## src/rtl/core/ibw_pkg.sv

```systemverilog
// ibw_pkg: constants, configuration struct and helpers shared by the
// inverse-distance blend weight pipeline. No dependencies.
package ibw_pkg;

	localparam int DEF_NODE_COUNT = 4;
	localparam int FIELD_COUNT    = 4;

	localparam int COORD_W  = 16;
	localparam int POS_W    = 32;
	localparam int ACTIVE_W = 3;
	localparam int SQ_W     = 31;
	localparam int DIST_W   = 32;
	localparam int RAW_W    = 30;
	localparam int PAIR_W   = 31;
	localparam int SUM_W    = 32;
	localparam int WEIGHT_W = 16;

	localparam logic [COORD_W-1:0] Q_ONE       = 16'd32768;
	localparam logic [DIST_W-1:0]  MIN_DIST_SQ = 32'd1074;
	// top bits of 2^40 that sit above the 30 computed quotient bits
	localparam logic [DIST_W-1:0]  RECIP_INIT  = 32'd1024;

	localparam int FRONT_STAGES = 4;
	localparam int RECIP_STAGES = RAW_W;
	localparam int SUM_STAGES   = 2;
	localparam int NORM_STAGES  = WEIGHT_W;
	localparam int PIPE_DEPTH   = FRONT_STAGES + RECIP_STAGES + SUM_STAGES + NORM_STAGES;

	localparam int APB_ADDR_W = 5;
	localparam int APB_DATA_W = 32;
	localparam int REG_IDX_W  = 3;

	localparam logic [REG_IDX_W-1:0] REG_NODE_A = 3'd0;
	localparam logic [REG_IDX_W-1:0] REG_NODE_B = 3'd1;
	localparam logic [REG_IDX_W-1:0] REG_NODE_C = 3'd2;
	localparam logic [REG_IDX_W-1:0] REG_NODE_D = 3'd3;
	localparam logic [REG_IDX_W-1:0] REG_ACTIVE = 3'd4;

	localparam logic [POS_W-1:0]    NODE_A_RST = 32'h0000_0000;
	localparam logic [POS_W-1:0]    NODE_B_RST = 32'h0000_8000;
	localparam logic [POS_W-1:0]    NODE_C_RST = 32'h8000_0000;
	localparam logic [POS_W-1:0]    NODE_D_RST = 32'h8000_8000;
	localparam logic [ACTIVE_W-1:0] ACTIVE_RST = 3'd4;

	typedef struct packed {
		logic [FIELD_COUNT-1:0][POS_W-1:0] node_pos;
		logic [ACTIVE_W-1:0]               active;
	} cfg_t;

	typedef logic [FIELD_COUNT-1:0][WEIGHT_W-1:0] weights_t;

	function automatic logic [COORD_W-1:0] clamp_unit(input logic [COORD_W-1:0] v);
		return (v > Q_ONE) ? Q_ONE : v;
	endfunction

endpackage

```

## src/rtl/core/ibw_flow_ctrl.sv

```systemverilog
// ibw_flow_ctrl: valid line of the pipeline, one-entry skid buffer and output
// register; freezes the pipeline while the skid entry is occupied. Depends on ibw_pkg.
module ibw_flow_ctrl (
	input  logic              clk,
	input  logic              arst_n,
	input  logic              in_valid,
	output logic              in_stall,
	output logic              advance,
	input  ibw_pkg::weights_t pipe_data,
	output logic              out_valid,
	input  logic              out_stall,
	output ibw_pkg::weights_t out_data
);
	import ibw_pkg::*;

	logic [PIPE_DEPTH-1:0] valid_q;
	logic                  skid_full_q;
	weights_t              skid_data_q;
	logic                  out_valid_q;
	weights_t              out_data_q;
	logic                  pipe_last;
	logic                  load_out;

	assign advance   = !skid_full_q;
	assign in_stall  = skid_full_q;
	assign pipe_last = valid_q[PIPE_DEPTH-1];
	assign load_out  = !out_valid_q || !out_stall;
	assign out_valid = out_valid_q;
	assign out_data  = out_data_q;

	always_ff @(posedge clk or negedge arst_n) begin
		if (!arst_n) begin
			valid_q <= '0;
		end else if (advance) begin
			valid_q <= {valid_q[PIPE_DEPTH-2:0], in_valid};
		end
	end

	always_ff @(posedge clk or negedge arst_n) begin
		if (!arst_n) begin
			out_valid_q <= 1'b0;
			skid_full_q <= 1'b0;
		end else if (load_out) begin
			if (skid_full_q) begin
				out_valid_q <= 1'b1;
				skid_full_q <= 1'b0;
			end else begin
				out_valid_q <= pipe_last;
			end
		end else if (advance && pipe_last) begin
			skid_full_q <= 1'b1;
		end
	end

	always_ff @(posedge clk) begin
		if (load_out) begin
			out_data_q <= skid_full_q ? skid_data_q : pipe_data;
		end
		if (!load_out && advance) begin
			skid_data_q <= pipe_data;
		end
	end

	a_skid_needs_out: assert property (@(posedge clk) disable iff (!arst_n)
		skid_full_q |-> out_valid_q)
		else $error("skid entry held without a result on the output");

	a_skid_fill: assert property (@(posedge clk) disable iff (!arst_n)
		$rose(skid_full_q) |-> $past(out_valid_q && out_stall && pipe_last))
		else $error("skid entry filled without a held output");

	a_skid_drain: assert property (@(posedge clk) disable iff (!arst_n)
		skid_full_q && !out_stall |=> !skid_full_q && out_valid_q)
		else $error("skid entry did not move to the output");

endmodule
```

## config.mk

```make
export PLATFORM = sky130hd
export DESIGN_NAME = ibw_flow_ctrl
export DESIGN_NICKNAME = d
export VERILOG_FILES = /design/src/rtl/core/ibw_pkg.sv /design/src/rtl/core/ibw_flow_ctrl.sv
export SDC_FILE = /design/constraint.sdc
export NUM_CORES = 1
export LEC_CHECK = 0
export ABC_CLOCK_PERIOD_IN_PS = 6100
export BUFFER_PORTS_ARGS = -buffer_cell sky130_fd_sc_hd__buf_2
export CELL_PAD_IN_SITES_DETAIL_PLACEMENT = 2
export CELL_PAD_IN_SITES_GLOBAL_PLACEMENT = 2
export CORE_ASPECT_RATIO = 0.6
export CORE_MARGIN = 2
export CORE_UTILIZATION = 30
export DETAILED_ROUTE_END_ITERATION = 12
export GPL_TIMING_DRIVEN = 0
export MAX_ROUTING_LAYER = met4
export PLACE_DENSITY_LB_ADDON = 0.1
export SYNTH_ARGS = -nofsm -noshare
export SYNTH_HDL_FRONTEND = slang
export SYNTH_SLANG_ARGS = --single-unit
```

## constraint.sdc

```tcl
create_clock -name clk -period 6.1 [get_ports clk]
set_input_delay 0.915 -clock clk [delete_from_list [all_inputs] [get_ports clk]]
set_output_delay 0.915 -clock clk [all_outputs]
set_load 0.1 [all_outputs]
```

==> flow_summary.json <==
{
  "status": "completed",
  "hold_violations": 0,
  "place_congestion": 0.701,
  "wl_per_cell_um": 17.8,
  "n_fill_cell": 2130,
  "die_x_um": 197,
  "grt_pass1_vias": 3688,
  "synthCells": 316,
  "synth_seq_area_share_pct": 77.9,
  "initial_core_util_pct": 30.4,
  "fin_skew_ns": 0.00805,
  "p_leak_nw": 3.29,
  "rsz0062_at_grt": "no",
  "cts_hold_buf": 0,
  "critPathArrivalTime_ns": 1.66,
  "nNetsFinal": 539,
  "cts_sinks": 182,
  "synth_edf_count": 128,
  "grt_use_met3_pct": 5.42,
  "final_area_um2": 8400,
  "die_y_um": 120,
  "synth.top_cells.by_count": "edfxtp_1, mux2_2, dfrtp_1",
  "path_clk_slew_ns": 0.07,
  "grt_pass1_wl_mm": 21.4,
  "multi_input_area_um2": 1350,
  "drtIter0Drc": 92,
  "dp_hpwl_mm": 9.26,
  "grt_busiest_layer": "met2",
  "grtUsageMet1_pct": 16.4,
  "track_usage_pct": 13.0,
  "crit_type": "reg -> out",
  "ant_nets": 0,
  "synth.most_common_cell": "edfxtp_1",
  "drive_above_1_share_pct": 61.8,
  "path_max_fanout": 10,
  "powerDensity_nw_per_um2": 333,
  "vias": 3387,
  "std_cell_rows": 42,
  "dieArea_um2": 23500,
  "endpoint_kind": "output pin",
  "routed_via_density": 4.39,
  "post_cts_buffers": 0,
  "cp-start-kind": "flip-flop",
  "clk_latency_ns": 0.43,
  "wirelength_mm": 13.8,
  "register_area_um2": 5190,
  "first_pass_iters": 4,
  "met2_usage_pct": 18.4,
  "htree_levels": 4,
  "coreArea_um2": 21900,
  "yosys_warnings": 0,
  "pin_count": 135,
  "synthFlopType": "edfxtp_1",
  "cts_root_buf": "clkbuf_16",
  "drc": 0,
  "grt_overflow": 0,
  "max_freq_ghz": 0.389,
  "ys_seq_elements": 182,
  "area_growth_pct": 25.9,
  "setup-violations-final": 0,
  "finalSetupTns_ns": 0,
  "dpl_cell_area_um2": 7760,
  "cts_tree": "done",
  "netlist_top_cells_area": "edfxtp_1, dfrtp_1, mux2_2",
  "ff2ff_setup_slack_ns": 4.15,
  "antenna_found_initial": 2,
  "port-buffer-count": 134,
  "tightest_slew_ns": 0.698,
  "avgSynthCellArea_um2": 21.1,
  "synth_top_area_share_pct": 57.6,
  "syn_nets": 384,
  "async_reset_ff_share_pct": 29.7,
  "grt_max_degree": 60,
  "synth_top_cell_by_area": "edfxtp_1",
  "slew_headroom_pct": 53.5,
  "drv_slew": 0,
  "ir_worst_vdd_uv": 183,
  "syn_area_um2": 6670,
  "cp_data_required_time_ns": 5.18,
  "cts_made_buffers": 17,
  "cap_viol_max_count": 0,
  "period_share_pct": 42.2,
  "synth.distinct_cells": 10,
  "hold_class": "reg -> reg",
  "clk_path_buf_depth": 2,
  "finalCriticalPeriod_ns": 2.57,
  "ctsResizeCount": 0
}
[cells in the final DEF, fill, tap and decap left out, drive strengths merged, types with 2 or more instances in the layout]
cell / n
mux2: 116
buf: 149
clkinv: 3
bufinv: 2
inv: 5
diode: 2
dfrtp: 54
edfxtp: 128
clkbuf: 22
[per-stage QoR]
| stage | worst slack [ns] | hold WS (ns) | utilization [%] | instances | total power [W] |
|---|---|---|---|---|---|
| floorplan | 2.86 | 0.459 | - | 316 | 0.00160 |
| global placement | 1.99 | 0.483 | 35.1 | 736 | 0.00166 |
| detailed placement | 3.90 | 0.493 | 35.4 | 738 | 0.00167 |
| CTS | 3.46 | 0.509 | 38.3 | 770 | 0.00285 |
| global route | 3.41 | 0.521 | 38.3 | 772 | 0.00291 |
| finish | 3.53 | 0.499 | 38.3 | 772 | 0.00280 |
[report_power, final]
part | switching (W) | total, W | leakage, nW | internal (W)
Combinational | 0.000204 | 0.000261 | 1.09 | 0.0000572
Sequential | 0.0000141 | 0.00138 | 1.89 | 0.00136
Clock | 0.000475 | 0.00116 | 0.314 | 0.000686
[per-layer routing]
layer / vias to the layer above / wire (µm)
met5: - / 0
met4: 0 / 172
met3: 14 / 875
met2: 93 / 6140
met1: 1745 / 6570
li1: 1535 / -
[logic make-up (layout without fill, tap and decap cells)]
| kind of cell | after synthesis | count (layout) | share of synthesized area [%] |
|---|---|---|---|
| flops | 182 | 182 | 77.9 |
| mux | 116 | 116 | 19.6 |
| buf+inv | 14 | 182 | 2.06 |
| compound gates | 2 | 2 | 0.281 |
| simple gates | 2 | 2 | 0.188 |
| other cells | 0 | 2 | 0 |
[sequential cells by signal, summed over array words and instances (netlist names)]
register and count:
out_data 64, skid_data_q 64, valid_q 52, in_stall 1, out_valid 1
[path summary, 6_finish.rpt]
kind / cells past startpoint / from / endpoint
min reg2reg: 1 / valid_q[33] / valid_q[34]
min: 1 / valid_q[33] / valid_q[34]
max: 4 / in_stall / advance
min in group asynchronous: 1 / arst_n / valid_q[38]
max in group asynchronous: 1 / arst_n / valid_q[7]
max reg2reg: 4 / in_stall / skid_data_q[0]
[cell type report]
class | instances | share of cell area (%)
multi-input combinational | 120 | 16.1
clock buffer | 22 | 6.15
sequential | 182 | 61.9
inverter | 1 | 0.0447
tap | 286 | 4.26
timing repair buffer | 136 | 8.67
clock inverter | 10 | 1.31
antenna | 2 | 0.0596
buffer | 13 | 1.59
[critical path, cell delays in order, from the launching register on]
cell and delay [ns]:
dfrtp_1 0.42, buf_6 0.19, buf_6 0.16, inv_1 0.05, buf_2 0.41
(Power assumes the default switching activity.)
