$ cat src/rtl/core/ibw_pkg.sv
// ibw_pkg: constants, configuration struct and helpers shared by the
// inverse-distance blend weight pipeline. No dependencies.
package ibw_pkg;

	localparam int DEF_NODE_COUNT = 4;
	localparam int FIELD_COUNT    = 4;

	localparam int COORD_W  = 16;
	localparam int POS_W    = 32;
	localparam int ACTIVE_W = 3;
	localparam int SQ_W     = 31;
	localparam int DIST_W   = 32;
	localparam int RAW_W    = 30;
	localparam int PAIR_W   = 31;
	localparam int SUM_W    = 32;
	localparam int WEIGHT_W = 16;

	localparam logic [COORD_W-1:0] Q_ONE       = 16'd32768;
	localparam logic [DIST_W-1:0]  MIN_DIST_SQ = 32'd1074;
	// top bits of 2^40 that sit above the 30 computed quotient bits
	localparam logic [DIST_W-1:0]  RECIP_INIT  = 32'd1024;

	localparam int FRONT_STAGES = 4;
	localparam int RECIP_STAGES = RAW_W;
	localparam int SUM_STAGES   = 2;
	localparam int NORM_STAGES  = WEIGHT_W;
	localparam int PIPE_DEPTH   = FRONT_STAGES + RECIP_STAGES + SUM_STAGES + NORM_STAGES;

	localparam int APB_ADDR_W = 5;
	localparam int APB_DATA_W = 32;
	localparam int REG_IDX_W  = 3;

	localparam logic [REG_IDX_W-1:0] REG_NODE_A = 3'd0;
	localparam logic [REG_IDX_W-1:0] REG_NODE_B = 3'd1;
	localparam logic [REG_IDX_W-1:0] REG_NODE_C = 3'd2;
	localparam logic [REG_IDX_W-1:0] REG_NODE_D = 3'd3;
	localparam logic [REG_IDX_W-1:0] REG_ACTIVE = 3'd4;

	localparam logic [POS_W-1:0]    NODE_A_RST = 32'h0000_0000;
	localparam logic [POS_W-1:0]    NODE_B_RST = 32'h0000_8000;
	localparam logic [POS_W-1:0]    NODE_C_RST = 32'h8000_0000;
	localparam logic [POS_W-1:0]    NODE_D_RST = 32'h8000_8000;
	localparam logic [ACTIVE_W-1:0] ACTIVE_RST = 3'd4;

	typedef struct packed {
		logic [FIELD_COUNT-1:0][POS_W-1:0] node_pos;
		logic [ACTIVE_W-1:0]               active;
	} cfg_t;

	typedef logic [FIELD_COUNT-1:0][WEIGHT_W-1:0] weights_t;

	function automatic logic [COORD_W-1:0] clamp_unit(input logic [COORD_W-1:0] v);
		return (v > Q_ONE) ? Q_ONE : v;
	endfunction

endpackage

$ cat src/rtl/core/ibw_cfg_regs.sv
// ibw_cfg_regs: APB-style register file for node positions and active count.
// Depends on ibw_pkg.
module ibw_cfg_regs (
	input  logic                             clk,
	input  logic                             arst_n,
	input  logic                             psel,
	input  logic                             penable,
	input  logic                             pwrite,
	input  logic [ibw_pkg::APB_ADDR_W-1:0]  paddr,
	input  logic [ibw_pkg::APB_DATA_W-1:0]  pwdata,
	output logic [ibw_pkg::APB_DATA_W-1:0]  prdata,
	output logic                             pready,
	output ibw_pkg::cfg_t                    cfg
);
	import ibw_pkg::*;

	cfg_t                 cfg_q;
	logic [REG_IDX_W-1:0] reg_idx;
	logic                 wr_en;

	assign reg_idx = paddr[APB_ADDR_W-1:2];
	assign wr_en   = psel && penable && pwrite;
	assign pready  = 1'b1;
	assign cfg     = cfg_q;

	always_ff @(posedge clk or negedge arst_n) begin
		if (!arst_n) begin
			cfg_q.node_pos[0] <= NODE_A_RST;
			cfg_q.node_pos[1] <= NODE_B_RST;
			cfg_q.node_pos[2] <= NODE_C_RST;
			cfg_q.node_pos[3] <= NODE_D_RST;
			cfg_q.active      <= ACTIVE_RST;
		end else if (wr_en) begin
			case (reg_idx)
				REG_NODE_A: cfg_q.node_pos[0] <= pwdata;
				REG_NODE_B: cfg_q.node_pos[1] <= pwdata;
				REG_NODE_C: cfg_q.node_pos[2] <= pwdata;
				REG_NODE_D: cfg_q.node_pos[3] <= pwdata;
				REG_ACTIVE: cfg_q.active <= pwdata[ACTIVE_W-1:0];
				default: begin
				end
			endcase
		end
	end

	always_comb begin
		case (reg_idx)
			REG_NODE_A: prdata = cfg_q.node_pos[0];
			REG_NODE_B: prdata = cfg_q.node_pos[1];
			REG_NODE_C: prdata = cfg_q.node_pos[2];
			REG_NODE_D: prdata = cfg_q.node_pos[3];
			REG_ACTIVE: prdata = APB_DATA_W'(cfg_q.active);
			default:    prdata = '0;
		endcase
	end

endmodule

$ cat config.mk
export PLATFORM = sky130hd
export DESIGN_NAME = ibw_cfg_regs
export DESIGN_NICKNAME = d
export VERILOG_FILES = /design/src/rtl/core/ibw_pkg.sv /design/src/rtl/core/ibw_cfg_regs.sv
export SDC_FILE = /design/constraint.sdc
export NUM_CORES = 1
export LEC_CHECK = 0
export BUFFER_PORTS_ARGS = -buffer_cell sky130_fd_sc_hd__clkbuf_2
export CORE_MARGIN = 2
export CORE_UTILIZATION = 55
export CTS_CLUSTER_DIAMETER = 150
export DETAILED_ROUTE_END_ITERATION = 8
export HOLD_SLACK_MARGIN = 0.15
export PLACE_DENSITY_LB_ADDON = 0.1
export REMOVE_ABC_BUFFERS = 1
export SETUP_SLACK_MARGIN = 0.3
export SLEW_MARGIN = 20
export SYNTH_ARGS = -nofsm -noshare
export SYNTH_HDL_FRONTEND = slang
export SYNTH_SLANG_ARGS = --single-unit
$ cat constraint.sdc
create_clock -name clk -period 1.7 [get_ports clk]
set_input_delay 0.085 -clock clk [delete_from_list [all_inputs] [get_ports clk]]
set_output_delay 0.085 -clock clk [all_outputs]
set_load 0.01 [all_outputs]
==> flow_metrics.tcl, run 1 <==
set metrics [dict create \
    dpl.hpwl_microns 10300 \
    worst_setup_path_endpoint "prdata[4]" \
    stdcell_area_sq_um 9410 \
    report.final.slew_viol_count 0 \
    routed_via_density 5.37 \
    insertion_delay_to_the_later_sink_of_the_worst_skew_pair_ns 0.51 \
    drtIter0Drc 267 \
    final_cell_count_no_fill 895 \
    synth_cell_types 24 \
    final_layout_size_suffix_gt1_frac 0.732 \
    timing.critical_path.arrival_ns 1.68 \
    relSlewSlack 0.666 \
    fill_cell_total_of_the_finished_layout 491 \
    fmaxAchievable_mhz 565 \
    cts_buffers 17 \
    numPlacedInstances 710 \
    grt_pass1_wl_microns 26000 \
    total_standard_cell_area_after_synthesis_sq_um 6100 \
    layout.cells.most_common_list "sky130_fd_sc_hd__clkbuf_2 (171), sky130_fd_sc_hd__buf_4 (132), sky130_fd_sc_hd__dfrtp_1 (126)" \
    synth_area_per_cell_sq_um 16.4 \
    crit_path_max_fo 3 \
    ys_async_sr_fraction 1.00 \
    final.setup.tns_ns -1.08 \
    p_leak_uw 0.00486 \
    final.min_clock_period_ns 1.77 \
    ir_worst_vdd_mv 0.891 \
    critical_path.endpoint_type "output pin" \
    grt_util_all_layers 0.295 \
    largest_register_ffs 131 \
    r2r_slack_ns 0.66 \
    critical_path.startpoint_type "register" \
    initial_utilization 0.563 \
    dr_total_vias 4809 \
    power_density_relative_to_cell_area_nw_per_um2 1240 \
    route.final.wire_length_microns 17900 \
    largest_net_degree_at_the_start_of_global_routing 53 \
    boundaryPins 206 \
    grt_remaining_overflow 0 \
    rsz_0062_raised_after_global_routing "true" \
    hold_path.class "input pin to register" \
    clock_tree_from_tritoncts "yes" \
    layout.cells.most_common "sky130_fd_sc_hd__clkbuf_2" \
    tightest_slew_ns 0.501 \
    areaGrowthSynthToFinish_pct 54.2 \
    final.period_utilization 1.04 \
    post-route-drc-count 0 \
    cts.reportedPaths.clkPinSlew_ns 0.06 \
    die_width_microns 109 \
    worstSetupPathType "register to output pin" \
    grt_antenna_before_repair 0 \
    worstReg2RegStart "cfg[112]" \
    synth_ff_type "sky130_fd_sc_hd__dfrtp_1" \
    gp_congestion 0.780 \
    hold_slack_ns 0.189 \
    ant_nets 0 \
    fp.dieH_microns 109 \
    postSynthRegisterBits 131 \
    crit_path_start "cfg[71]" \
    final_critical_path_setup_slack_ns -0.0699 \
    timing.rr.end "cfg[112]" \
    clock_tree.root_cell "sky130_fd_sc_hd__clkbuf_8" \
    rows 38 \
    final_setup_violation_count 27 \
    max_cap_viol_count 0 \
    vias_in_the_first_global_route 4951 \
    clock_sink_count 131 \
    detailed_place.area_sq_um 7400 \
    synth-edff-count 0 \
    cts-root-to-sink-buffers 2 \
    violations "setup timing" \
    fp.dieArea_sq_um 12000 \
    synth-seq-area-share 0.538 \
    num_antenna_cells 0 \
    multi_input_comb_area_sq_um 2710 \
    layout.area.seq_sq_um 3280 \
    timing_hold_violations_final 0 \
    worst_clock_skew_ns 0 \
    worst_r2r_path_depth 3 \
    status "finished with violations" \
    coreArea_sq_um 10800 \
    crit_required_ns 1.62 \
    final_net_count 784 \
    detail_route.first_pass.iterations 4 \
    ctsHtreeMaxLevel 4 \
    yosysWarnings 0 \
    numPortBuffers 202 \
    wl_per_cell_microns 20.0 \
    synthCells 372 \
]
==> through the flow <==
stage          utilization  setup slack [ns]  power [uW]
6_report             0.868           -0.0699       11600
5_1_grt              0.868            -0.125       12100
4_1_cts              0.845           -0.0813       11300
3_5_place_dp         0.683            0.0868        6760
3_3_place_gp         0.683             0.119        6650
2_1_floorplan            -            -0.494        5540
==> area by class of cell <==
| class | instances | area share |
|---|---|---|
| Multi-Input combinational cell | 215 | 0.288 |
| Sequential cell | 131 | 0.349 |
| Clock inverter | 9 | 0.0162 |
| Timing Repair Buffer | 377 | 0.278 |
| Clock buffer | 23 | 0.0496 |
| Tap cell | 140 | 0.0186 |
==> cell usage after synthesis (all sizes together) (3+ instances only) <==
library cell | count | area (sq um)
nor2b | 28 | 175
dfstp | 5 | 131
a22oi | 3 | 22.5
dfrtp | 126 | 3150
o22ai | 3 | 18.8
buf | 20 | 165
a21oi | 3 | 15.0
nor3b | 6 | 55.1
mux4 | 29 | 653
mux2 | 134 | 1620
and2b | 3 | 22.5
clkbuf | 6 | 22.5
==> worst min path at each step <==
stage	start	end	slack, ns	cells after the start
floorplan	arst_n	cfg[0]	-0.21	0
global placement	arst_n	cfg[60]	0.03	1
detailed placement	arst_n	cfg[28]	0.04	1
CTS	penable	cfg[1]	0.17	5
global route	penable	cfg[2]	0.19	5
finish	penable	cfg[1]	0.19	5
==> layer usage <==
| layer | track usage | routed length, microns | vias to the layer above |
|---|---|---|---|
| li1 | - | - | 2115 |
| met4 | 0.106 | 324 | 0 |
| met3 | 0.0818 | 1210 | 27 |
| met5 | 0 | 0 | - |
| met1 | 0.380 | 7260 | 2479 |
| met2 | 0.481 | 9090 | 188 |
==> timing repair <==
item / 4_1_cts / 5_1_grt
pin swaps: 3 / 1
hold endpoints to repair: 262 / 0
hold buffers: 34 / 0
gates resized for setup: 10 / 54
setup buffers: 101 / 18
endpoints found under the setup margin: 32 / 35
==> critical path, cell delays in order, from the launching register on <==
cell and delay, ns:
sky130_fd_sc_hd__dfrtp_1 0.42, sky130_fd_sc_hd__mux4_2 0.47, sky130_fd_sc_hd__nor2b_1 0.14, sky130_fd_sc_hd__clkbuf_2 0.15
==> where the power goes <==
part / switching [uW] / total, uW / internal, uW
combinational: 1490 / 3680 / 2180
clock: 1330 / 3820 / 2500
sequential: 389 / 4140 / 3750
==> kinds of logic (layout without fill, tap and decap cells) <==
| logic type | count (synthesis) | after routing | share of synthesized area |
|---|---|---|---|
| AOI/OAI and AO/OA | 9 | 9 | 0.00923 |
| and+or+nand+nor | 42 | 42 | 0.0484 |
| buffers and inverters | 26 | 409 | 0.0308 |
| muxes | 163 | 163 | 0.373 |
| DFF | 131 | 131 | 0.538 |
| other | 1 | 1 | 0.000615 |
Power figures use the tool's default switching activity.
==> run 2: changes to the inputs <==
Settings changed: GPL_TIMING_DRIVEN set to 1, SKIP_CTS_REPAIR_TIMING set to 1.
==> run 2 against run 1 <==
Clock skew unchanged; combinational power decreased by 21%; routed wire length decreased by 10%; first-iteration DRC count decreased by 27%; the run still ends with setup timing left; critical path type unchanged; sequential share of layout area increased by 2.7 points; die area unchanged; largest power group unchanged; non-clock buffer count decreased by 77.
==> flow_metrics.tcl, run 2 (synthesis gave the netlist of run 1 again) <==
set metrics [dict create \
    critical_path.endpoint_type "output pin" \
    wl_per_cell_microns 19.7 \
    insertion_delay_to_the_later_sink_of_the_worst_skew_pair_ns 0.51 \
    final_setup_violation_count 29 \
    fp.dieH_microns 109 \
    final_cell_count_no_fill 818 \
    rsz_0062_raised_after_global_routing "true" \
    num_antenna_cells 0 \
    grt_remaining_overflow 0 \
    grt_util_all_layers 0.258 \
    hold_slack_ns 0.193 \
    hold_path.class "input pin to register" \
    clock_tree_from_tritoncts "yes" \
    final_net_count 707 \
    fp.dieArea_sq_um 12000 \
    fmaxAchievable_mhz 558 \
    cts.reportedPaths.clkPinSlew_ns 0.06 \
    layout.cells.most_common "sky130_fd_sc_hd__clkbuf_2" \
    final_critical_path_setup_slack_ns -0.0923 \
    numPlacedInstances 710 \
    detail_route.first_pass.iterations 4 \
    dpl.hpwl_microns 10300 \
    largest_net_degree_at_the_start_of_global_routing 53 \
    vias_in_the_first_global_route 4204 \
    p_leak_uw 0.00444 \
    rows 38 \
    initial_utilization 0.563 \
    final.period_utilization 1.05 \
    crit_path_max_fo 2 \
    post-route-drc-count 0 \
    report.final.slew_viol_count 0 \
    layout.cells.most_common_list "sky130_fd_sc_hd__clkbuf_2 (189), sky130_fd_sc_hd__dfrtp_1 (126), sky130_fd_sc_hd__mux2_2 (101)" \
    timing_hold_violations_final 0 \
    max_cap_viol_count 0 \
    status "finished with violations" \
    route.final.wire_length_microns 16100 \
    report.power.total_uw 10900 \
    worst_clock_skew_ns 0 \
    boundaryPins 206 \
    worstSetupPathType "register to output pin" \
    numPortBuffers 202 \
    clock_sink_count 131 \
    grt_antenna_before_repair 0 \
    dr_total_vias 4459 \
    clock_tree.root_cell "sky130_fd_sc_hd__clkbuf_8" \
    critical_path.startpoint_type "register" \
    grt_pass1_wl_microns 22800 \
    violations "setup timing" \
    die_width_microns 109 \
    crit_required_ns 1.62 \
    ir_worst_vdd_mv 0.803 \
    drtIter0Drc 196 \
    gp_congestion 0.780 \
    coreArea_sq_um 10800 \
    final.min_clock_period_ns 1.79 \
    ctsHtreeMaxLevel 4 \
    power_density_relative_to_cell_area_nw_per_um2 1250 \
    ant_nets 0 \
    routed_via_density 5.45 \
    final_layout_size_suffix_gt1_frac 0.699 \
    cts-root-to-sink-buffers 2 \
    cts_buffers 17 \
    timing.critical_path.arrival_ns 1.71 \
    largest_register_ffs 131 \
    areaGrowthSynthToFinish_pct 43.2 \
]
[run 2: changes by cell type in the layout (fill, tap and decap cells not counted), sizes merged]
| cell | previous run | this run |
|---|---|---|
| buf | 172 | 77 |
| clkbuf | 194 | 212 |
[run 2: path summary, 6_finish.rpt]
kind                            slack [ns]   endpoint     start  depth (start not counted)
worst max-delay path                 -0.09  prdata[7]  cfg[106]                          3
worst min-delay path                  0.19     cfg[1]   penable                          5
worst max register to register        0.78    cfg[33]   cfg[33]                          2
worst min register to register        0.53    cfg[78]   cfg[78]                          1
max in group asynchronous             0.47     cfg[2]    arst_n                          4
min in group asynchronous             0.59    cfg[28]    arst_n                          3
[run 2: cell type report]
cell class / instances / area [sq um]
clock buffers: 23 / 467
repair buffers: 300 / 1960
well taps: 140 / 175
flip-flops and latches: 131 / 3280
multi-input cells: 215 / 2700
fillers: 621 / 2100
clock inverters: 9 / 153
[run 2: where the power goes]
part	leakage (uW)	switching [uW]	total (uW)	internal (uW)
Clock	0.000294	1290	3790	2490
Sequential	0.00166	478	4230	3750
Combinational	0.00249	1220	2900	1680
Total	0.00444	2990	10900	7930
[run 2: metal layers]
metal,vias up,global-route usage,share of wire
met5,-,0,0
met4,0,0.0778,0.011
met3,16,0.0883,0.064
met2,155,0.401,0.50
met1,2327,0.347,0.43
li1,1961,-,-
[run 2: through the flow]
step	utilization	TNS, ns	worst slack, ns	instance area [sq um]
finish	0.806	-1.13	-0.0923	8740
detailed placement	0.683	0	0.0868	7400
global route	0.806	-3.02	-0.140	8740
floorplan	-	-47.43	-0.494	5910
global placement	0.683	0	0.119	7400
CTS	0.740	-1.88	-0.117	8020
[run 2: critical path: stages, from the launching register on]
cell                      delay, ns
sky130_fd_sc_hd__dfrtp_1       0.39
sky130_fd_sc_hd__mux4_2        0.48
sky130_fd_sc_hd__nor2b_1       0.16
sky130_fd_sc_hd__buf_2         0.16
